### src/sv/tfdi_pkg.sv
// Shared types, constants and helper functions for the three-field deinterlacer column.
package tfdi_pkg;

  localparam int PIX_W    = 8;
  localparam int APB_AW   = 3;
  localparam int APB_DW   = 32;

  // Register index decoded from the byte address (one 32-bit word per register).
  localparam logic [0:0] REG_FIELD_PARITY = 1'b0;

  // Filter coefficients.
  localparam int K_HF0  = 5570;
  localparam int K_HF1  = 3801;
  localparam int K_HF2  = 1016;
  localparam int K_LF0  = 4 * 4309;
  localparam int K_LF1  = 4 * 213;
  localparam int K_SP0  = 5077;
  localparam int K_SP1  = 981;
  localparam int SH_TS  = 15;
  localparam int SH_SP  = 13;

  localparam int PROD_W = 26;
  localparam int VAL_W  = 16;

  typedef logic signed [11:0]         sw_t;
  typedef logic signed [PROD_W-1:0]   pw_t;
  typedef logic signed [VAL_W-1:0]    vw_t;

  typedef struct packed {
    logic [47:0] cur_even_taps;
    logic [39:0] cur_odd_taps;
    logic [47:0] prev_even_taps;
    logic [23:0] prev_odd_taps;
    logic [47:0] next_even_taps;
    logic [23:0] next_odd_taps;
    logic        last_in_row;
  } in_item_t;

  typedef struct packed {
    logic [PIX_W-1:0] upper_pixel;
    logic [PIX_W-1:0] middle_pixel;
    logic [PIX_W-1:0] lower_pixel;
    logic             last_out;
  } out_item_t;

  function automatic sw_t abs_s(sw_t v);
    return (v < 0) ? -v : v;
  endfunction

  function automatic sw_t max_s(sw_t a, sw_t b);
    return (a > b) ? a : b;
  endfunction

  function automatic sw_t min_s(sw_t a, sw_t b);
    return (a < b) ? a : b;
  endfunction

endpackage

### src/sv/tfdi_interp.sv
// Builds one missing pixel: filter choice, motion and edge clamp, saturation.
module tfdi_interp import tfdi_pkg::*; (
  input  logic [8:0]       s0,
  input  logic [8:0]       sa,
  input  logic [8:0]       sb,
  input  logic [8:0]       fa,
  input  logic [8:0]       fb,
  input  logic [7:0]       td,
  input  logic [7:0]       c,
  input  logic [7:0]       e,
  input  logic [7:0]       oa,
  input  logic [7:0]       ob,
  input  logic [7:0]       pc,
  input  logic [7:0]       pe,
  input  logic [7:0]       nc,
  input  logic [7:0]       ne,
  output logic [PIX_W-1:0] pix
);

  sw_t        c_s, e_s, d_s, b_s, f_s, dc, de, t1, t2, spmax, spmin, diff, td_s;
  logic [9:0] sum_ab, sum_f;
  logic [8:0] sum_ce, sum_o;
  pw_t        hv, sv;
  vw_t        v_sel, hi_lim, lo_lim, v_clamp;
  logic       use_ts;

  always_comb begin
    c_s  = sw_t'({4'b0, c});
    e_s  = sw_t'({4'b0, e});
    td_s = sw_t'({4'b0, td});
    d_s  = sw_t'({4'b0, s0[8:1]});
    b_s  = sw_t'({4'b0, sa[8:1]}) - c_s;
    f_s  = sw_t'({4'b0, sb[8:1]}) - e_s;
    dc   = d_s - c_s;
    de   = d_s - e_s;

    t1 = (abs_s(sw_t'({4'b0, pc}) - c_s) + abs_s(sw_t'({4'b0, pe}) - e_s)) >>> 1;
    t2 = (abs_s(sw_t'({4'b0, nc}) - c_s) + abs_s(sw_t'({4'b0, ne}) - e_s)) >>> 1;

    spmax = min_s(min_s(-de, -dc), max_s(-b_s, -f_s));
    spmin = min_s(min_s(de, dc), max_s(b_s, f_s));
    diff  = max_s(max_s(td_s >>> 1, max_s(t1, t2)), max_s(spmin, spmax));

    sum_ab = {1'b0, sa} + {1'b0, sb};
    sum_f  = {1'b0, fa} + {1'b0, fb};
    sum_ce = {1'b0, c} + {1'b0, e};
    sum_o  = {1'b0, oa} + {1'b0, ob};

    hv = pw_t'(K_HF0) * pw_t'({17'd0, s0})
       - pw_t'(K_HF1) * pw_t'({16'd0, sum_ab})
       + pw_t'(K_HF2) * pw_t'({16'd0, sum_f})
       + pw_t'(K_LF0) * pw_t'({17'd0, sum_ce})
       - pw_t'(K_LF1) * pw_t'({17'd0, sum_o});
    sv = pw_t'(K_SP0) * pw_t'({17'd0, sum_ce})
       - pw_t'(K_SP1) * pw_t'({17'd0, sum_o});

    // Temporal-plus-spatial filter only where the field's vertical step
    // exceeds the temporal difference.
    use_ts = abs_s(c_s - e_s) > td_s;
    if (use_ts) begin
      v_sel = vw_t'($signed(hv[PROD_W-1:SH_TS]));
    end else begin
      v_sel = vw_t'($signed(sv[PROD_W-1:SH_SP]));
    end

    hi_lim = vw_t'(d_s) + vw_t'(diff);
    lo_lim = vw_t'(d_s) - vw_t'(diff);
    if (v_sel > hi_lim) begin
      v_clamp = hi_lim;
    end else if (v_sel < lo_lim) begin
      v_clamp = lo_lim;
    end else begin
      v_clamp = v_sel;
    end

    if (v_clamp < 0) begin
      pix = '0;
    end else if (v_clamp > vw_t'(255)) begin
      pix = '1;
    end else begin
      pix = v_clamp[PIX_W-1:0];
    end
  end

endmodule

### src/sv/tfdi_column.sv
// Unpacks one column of taps, picks the temporal partner frame and forms the three outputs.
module tfdi_column import tfdi_pkg::*; (
  input  in_item_t  item,
  input  logic      field_parity,
  output out_item_t res
);

  logic [47:0] oe;
  logic [7:0]  ce_t [6];
  logic [7:0]  oe_t [6];
  logic [8:0]  s    [6];
  logic [7:0]  co_t [5];
  logic [7:0]  po_t [3];
  logic [7:0]  no_t [3];
  logic [7:0]  td0, td2;
  logic [7:0]  upper, lower;

  always_comb begin
    oe = field_parity ? item.prev_even_taps : item.next_even_taps;
    for (int k = 0; k < 6; k++) begin
      ce_t[k] = item.cur_even_taps[8*k +: 8];
      oe_t[k] = oe[8*k +: 8];
      s[k]    = {1'b0, ce_t[k]} + {1'b0, oe_t[k]};
    end
    for (int k = 0; k < 5; k++) begin
      co_t[k] = item.cur_odd_taps[8*k +: 8];
    end
    for (int k = 0; k < 3; k++) begin
      po_t[k] = item.prev_odd_taps[8*k +: 8];
      no_t[k] = item.next_odd_taps[8*k +: 8];
    end
    td0 = (ce_t[2] > oe_t[2]) ? ce_t[2] - oe_t[2] : oe_t[2] - ce_t[2];
    td2 = (ce_t[3] > oe_t[3]) ? ce_t[3] - oe_t[3] : oe_t[3] - ce_t[3];
  end

  tfdi_interp u_upper (
    .s0 (s[2]),    .sa (s[1]),    .sb (s[3]),    .fa (s[0]),    .fb (s[4]),
    .td (td0),     .c  (co_t[1]), .e  (co_t[2]), .oa (co_t[0]), .ob (co_t[3]),
    .pc (po_t[0]), .pe (po_t[1]), .nc (no_t[0]), .ne (no_t[1]), .pix (upper)
  );

  tfdi_interp u_lower (
    .s0 (s[3]),    .sa (s[2]),    .sb (s[4]),    .fa (s[1]),    .fb (s[5]),
    .td (td2),     .c  (co_t[2]), .e  (co_t[3]), .oa (co_t[1]), .ob (co_t[4]),
    .pc (po_t[1]), .pe (po_t[2]), .nc (no_t[1]), .ne (no_t[2]), .pix (lower)
  );

  always_comb begin
    res.upper_pixel  = upper;
    res.middle_pixel = co_t[2];
    res.lower_pixel  = lower;
    res.last_out     = item.last_in_row;
  end

endmodule

### src/sv/tfdi_cfg.sv
// APB register file holding the field parity setting.
module tfdi_cfg import tfdi_pkg::*; (
  input  logic              clk,
  input  logic              rst_n,
  input  logic              psel,
  input  logic              penable,
  input  logic              pwrite,
  input  logic [APB_AW-1:0] paddr,
  input  logic [APB_DW-1:0] pwdata,
  output logic [APB_DW-1:0] prdata,
  output logic              pready,
  output logic              field_parity
);

  logic       field_parity_r, field_parity_nxt;
  logic       wr_en;
  logic [0:0] reg_idx;

  assign reg_idx = paddr[APB_AW-1:2];
  assign wr_en   = psel && penable && pwrite;
  assign pready  = 1'b1;

  always_comb begin
    field_parity_nxt = field_parity_r;
    if (wr_en && (reg_idx == REG_FIELD_PARITY)) begin
      field_parity_nxt = pwdata[0];
    end
  end

  always_comb begin
    prdata = '0;
    if (reg_idx == REG_FIELD_PARITY) begin
      prdata = {{(APB_DW-1){1'b0}}, field_parity_r};
    end
  end

  always_ff @(posedge clk) begin
    if (!rst_n) begin
      field_parity_r <= 1'b0;
    end else begin
      field_parity_r <= field_parity_nxt;
    end
  end

  assign field_parity = field_parity_r;

endmodule

### src/sv/three_field_deinterlace_column.sv
// Three-field deinterlacer for one pixel column: each accepted item gives exactly one
// result holding two interpolated pixels and a copy of the current row +1 pixel. The
// block takes one item per clock when the output side keeps up. Each item is held in the input
// register while the logic behind it does all the filtering, then moves into the result
// register, from which its result is presented. The input register lets one more item in
// while a finished result waits on out_stall.
// field_parity is written over APB at byte address 0 and should only change while idle.
module three_field_deinterlace_column import tfdi_pkg::*; (
  input  logic              clk,
  input  logic              rst_n,
  input  logic              in_valid,
  output logic              in_stall,
  input  in_item_t          in_item,
  output logic              out_valid,
  input  logic              out_stall,
  output out_item_t         out_item,
  input  logic              psel,
  input  logic              penable,
  input  logic              pwrite,
  input  logic [APB_AW-1:0] paddr,
  input  logic [APB_DW-1:0] pwdata,
  output logic [APB_DW-1:0] prdata,
  output logic              pready
);

  logic      s1_valid_r, s1_valid_nxt;
  in_item_t  s1_item_r, s1_item_nxt;
  logic      out_valid_r, out_valid_nxt;
  out_item_t out_item_r, out_item_nxt;
  out_item_t res;
  logic      field_parity;
  logic      s1_adv, in_acc;

  tfdi_cfg u_cfg (
    .clk          (clk),
    .rst_n        (rst_n),
    .psel         (psel),
    .penable      (penable),
    .pwrite       (pwrite),
    .paddr        (paddr),
    .pwdata       (pwdata),
    .prdata       (prdata),
    .pready       (pready),
    .field_parity (field_parity)
  );

  tfdi_column u_column (
    .item         (s1_item_r),
    .field_parity (field_parity),
    .res          (res)
  );

  assign s1_adv   = !out_valid_r || !out_stall;
  assign in_stall = s1_valid_r && !s1_adv;
  assign in_acc   = in_valid && !in_stall;

  always_comb begin
    s1_valid_nxt = s1_valid_r;
    s1_item_nxt  = s1_item_r;
    if (in_acc) begin
      s1_valid_nxt = 1'b1;
      s1_item_nxt  = in_item;
    end else if (s1_adv) begin
      s1_valid_nxt = 1'b0;
    end
  end

  always_comb begin
    out_valid_nxt = out_valid_r;
    out_item_nxt  = out_item_r;
    if (s1_adv) begin
      out_valid_nxt = s1_valid_r;
      if (s1_valid_r) begin
        out_item_nxt = res;
      end
    end
  end

  always_ff @(posedge clk) begin
    if (!rst_n) begin
      s1_valid_r  <= 1'b0;
      out_valid_r <= 1'b0;
    end else begin
      s1_valid_r  <= s1_valid_nxt;
      out_valid_r <= out_valid_nxt;
    end
  end

  always_ff @(posedge clk) begin
    s1_item_r  <= s1_item_nxt;
    out_item_r <= out_item_nxt;
  end

  assign out_valid = out_valid_r;
  assign out_item  = out_item_r;

`ifndef SYNTHESIS
  // The input side only pushes back when the input register is holding an item.
  a_stall_needs_item: assert property (@(posedge clk) disable iff (!rst_n)
    in_stall |-> s1_valid_r)
    else $error("in_stall raised with an empty input register");

  // An item that cannot move on stays in the input register.
  a_s1_holds: assert property (@(posedge clk) disable iff (!rst_n)
    (s1_valid_r && !s1_adv) |=> (s1_valid_r && $stable(s1_item_r)))
    else $error("input register lost an item while blocked");

  // A moving item lands in the result register with its pass-through fields.
  a_s1_to_out: assert property (@(posedge clk) disable iff (!rst_n)
    (s1_valid_r && s1_adv) |=> (out_valid_r
      && out_item_r.middle_pixel == $past(s1_item_r.cur_odd_taps[23:16])
      && out_item_r.last_out == $past(s1_item_r.last_in_row)))
    else $error("result register does not match the item that moved");
`endif

endmodule

### config.mk
export PLATFORM = sky130hd
export DESIGN_NAME = three_field_deinterlace_column
export DESIGN_NICKNAME = d
export VERILOG_FILES = /design/src/sv/tfdi_pkg.sv /design/src/sv/tfdi_interp.sv /design/src/sv/tfdi_column.sv /design/src/sv/tfdi_cfg.sv /design/src/sv/three_field_deinterlace_column.sv
export SDC_FILE = /design/constraint.sdc
export NUM_CORES = 2
export LEC_CHECK = 0
export BUFFER_PORTS_ARGS = -buffer_cell sky130_fd_sc_hd__buf_2
export CAP_MARGIN = 20
export CELL_PAD_IN_SITES_DETAIL_PLACEMENT = 0
export CELL_PAD_IN_SITES_GLOBAL_PLACEMENT = 2
export CORE_UTILIZATION = 37
export CTS_BUF_LIST = sky130_fd_sc_hd__clkbuf_4 sky130_fd_sc_hd__clkbuf_8
export DETAILED_ROUTE_END_ITERATION = 16
export PLACE_DENSITY = 0.75
export SYNTH_ARGS = -nofsm -noshare
export SYNTH_HDL_FRONTEND = slang
export SYNTH_SLANG_ARGS = --single-unit
export TNS_END_PERCENT = 1
### constraint.sdc
create_clock -name clk -period 18.4 [get_ports clk]
set_clock_uncertainty 0.05 [all_clocks]
set_input_delay 1.84 -clock clk [delete_from_list [all_inputs] [get_ports clk]]
set_output_delay 1.84 -clock clk [all_outputs]
set_load 0.1 [all_outputs]
==> results.md <==
* Detail Route Antenna Nets at 0
* Vias per inst at 4.98
* GRT met1 Usage at 30.4%
* # rows at 149
* Hold WS at 0.371 ns
* Worst path max stage delay at 0.76 ns
* Max-Cap Viols at 0
* FILL cells at 16,600
* Die area at 169,000 sq um
* Mux contribution to synthesized area at 2.66%
* Asr flop ratio synth at 0%
* Slew HR at 36.1%
* HPWL Detailed at 164 mm
* Gate Count Post-Synth at 6,730
* Largest net degree at the start of global routing at 84
* # setup viols final at 0
* Total gr overflow at 0
* Crit Path Max Fanout at 12
* Die width at 411 microns
* Final hold violation count at 0
* Synth cell types at 112
* Critical path class: reg -> reg
* Worst Tran Pin Value at 0.951 ns
* DR WL/cell at 19.8 microns
* Max-slew violations at 0
* Peak Freq at 57.2 MHz
* I/O Pins at 335
* Met3 GRT Util at 3.55%
* Yosys reg bits at 261
* CP Capture Type: flip-flop
* Routability cong. at 0.906
* Post-Synth XOR/XNOR Area at 6.93%
* Tightest Hold Check Type: reg -> reg
* Core Area at 165,000 sq um
* Register area share after synthesis at 12.6%
* Root Driver: clkbuf_8
* Area Overhead vs Synth at 11.1%
* RSZ-0062 raised after global routing: yes
* Critical path startpoint category: flip-flop
* PortBufs at 269
* Dominant cell type by area after synthesis: ha_1
* Area of the multi-input gates at 48,800 sq um
* Synthesized area per cell at 9.19 sq um
* Post-synth EDFFs at 258
* Area fraction in and, or, nand and nor cells after synthesis at 8.07%
* WL final at 187 mm
* Maximum root-to-sink buffer count at 3
* Clk Latency, worst-skew pair at 0.81 ns
* Worst path required time at 18.87 ns
* H-Tree Depth at 2
* Iteration-0 DRC Markers at 2,543
* Total CTS buffers at 52
* Register area at 7810 sq um
* Outcome: finished clean
* Share of cells above drive strength 1 at 10.5%
* Post-synthesis compound-gate area fraction at 14.8%
* CTS tree: yes
* Most used routing layer: met2
* Period utilization at 95.1%
* Top-area cell type share of the netlist area at 26.0%
* Largest family of logic cells by synthesized area: adder cells
* DR pass1 iterations at 5
* Nets at 9,369
* Cts hold-fix bufs at 0
* Cell Area, Synth at 61,800 sq um
* Total GRT Usage at 22.3%
* Adder-Cell Fraction of Synth Area at 45.5%
* Met2 Track Usage GR at 36.1%
* Die Height at 411 microns
* Clock Sinks at 261
* Min Clock Period, post-route at 17.49 ns
* Top post-synthesis cells by area: ha_1 26%, fa_1 19%, edfxtp_1 13%
* Via count at 47,100
* Prevailing post-synth register cell: edfxtp_1
* Initial antenna violation count at 27
* CP arrival at 17.97 ns
* Vias in the first global route at 47,900
* Slowest CP cell: xnor2_1
* Number of warning messages in the yosys log at 0
* Clock transition at path regs at 0.06 ns
* Setup crit start: u_cfg.field_parity$_SDFFE_PN0P_
* First-pass GRT wire length at 283 mm
* DR DRC count at 0
* Reg2reg start: u_cfg.field_parity$_SDFFE_PN0P_
* HP Start: s1_item_r[0]$_DFFE_PP_
* Starting Density at 37.4%
==> final timing paths <==
kind	slack [ns]	depth (start not counted)	to
setup / recovery	0.91	83	out_item[3]$_SDFFCE_PP0P_
setup reg to reg	0.91	83	out_item[3]$_SDFFCE_PP0P_
hold / removal	0.37	0	out_item[0]$_DFFE_PP_
hold reg to reg	0.37	0	out_item[0]$_DFFE_PP_
==> critical path: cells and delay by family, from the launching register on <==
family,cells,cell delay (ns)
DFF,1,0.46
muxes,6,1.74
adders and majority gates,8,2.72
and+or+nand+nor,20,2.73
buffers and inverters,8,1.35
xor gates and xnor gates,3,1.50
AOI/OAI and AO/OA,38,6.63
==> metrics by stage <==
step / area [sq um] / util [%] / cells / setup WS (ns) / setup TNS [ns]
after floorplan: 62000 / - / 6780 / 0.0877 / 0
after global placement: 67100 / 40.6 / 9327 / 0.433 / 0
after detailed placement: 67100 / 40.6 / 9328 / 0.372 / 0
after CTS: 68200 / 41.2 / 9424 / 0.254 / 0
after global routing: 68700 / 41.5 / 9441 / -0.0855 / -0.471
final: 68700 / 41.5 / 9449 / 0.906 / 0
==> layout by cell type (no fill, tap or decap), types with 18 or more instances in the layout <==
master,count
nand2_1,220
fa_1,601
o211ai_1,20
o31ai_1,23
a21o_1,135
nand4_1,40
mux2_2,40
xor2_1,136
or2_2,29
nand2b_1,64
buf_2,270
clkbuf_8,52
nor3_1,65
o21ai_0,308
o21a_1,103
a31oi_1,23
edfxtp_1,258
nor2b_1,77
a21oi_1,414
nor2_1,330
conb_1,52
ha_1,1281
nand3_1,70
a211oi_1,25
and2_1,18
or3_1,23
o21bai_1,123
inv_1,1413
xnor2_1,316
mux2i_1,109
buf_4,190
==> cell type report <==
cell class / count / share of cell area, %
Multi-Input combinational cell: 5012 / 71.1
Antenna cell: 9 / 0.0328
Inverter: 1417 / 7.74
Timing Repair Buffer: 465 / 4.17
Clock inverter: 33 / 0.446
Clock buffer: 63 / 1.16
Sequential cell: 261 / 11.4
Tap cell: 2189 / 3.99
==> sequential cells by signal (all words and copies together), names as in the netlist <==
register,cells
s1_item_r,233
out_item,25
out_valid,1
s1_valid_r,1
u_cfg.field_parity,1
==> per-layer routing <==
metal / vias up / share of wire, %
li1: 23500 / -
met1: 22400 / 47
met2: 898 / 45
met3: 209 / 5.3
met4: 22 / 2.9
met5: - / 0.085
==> cells in the mapped netlist (27+ instances only) <==
cell      instances
xor2_1          145
xnor2_1         325
nand2_1         220
inv_1          1413
mux2i_1         118
nor2_1          336
o21bai_1        123
nand2b_1         64
mux2_2           40
or2_2            30
a21o_1          135
o31ai_1          27
nor3_1           65
nand3_1          71
ha_1           1283
o21a_1          103
edfxtp_1        258
nand4_1          40
nor2b_1          78
clkbuf_1         51
buf_4            32
o21ai_0         312
fa_1            602
a21oi_1         423
==> what timing repair did <==
action | CTS | global route
gates resized for setup | 0 | 70
setup endpoints to repair | 0 | 16
buffers inserted | 0 | 14
==> cells by family after synthesis <==
logic type	count (synthesis)
AOI/OAI and AO/OA	1403
xor gates and xnor gates	479
adders and majority gates	1891
buffers and inverters	1507
DFF	261
muxes	159
other	2
and+or+nand+nor	1028
Power is not shown: default switching activity piles up to over one toggle a cycle in this logic, so the estimate is an artifact.
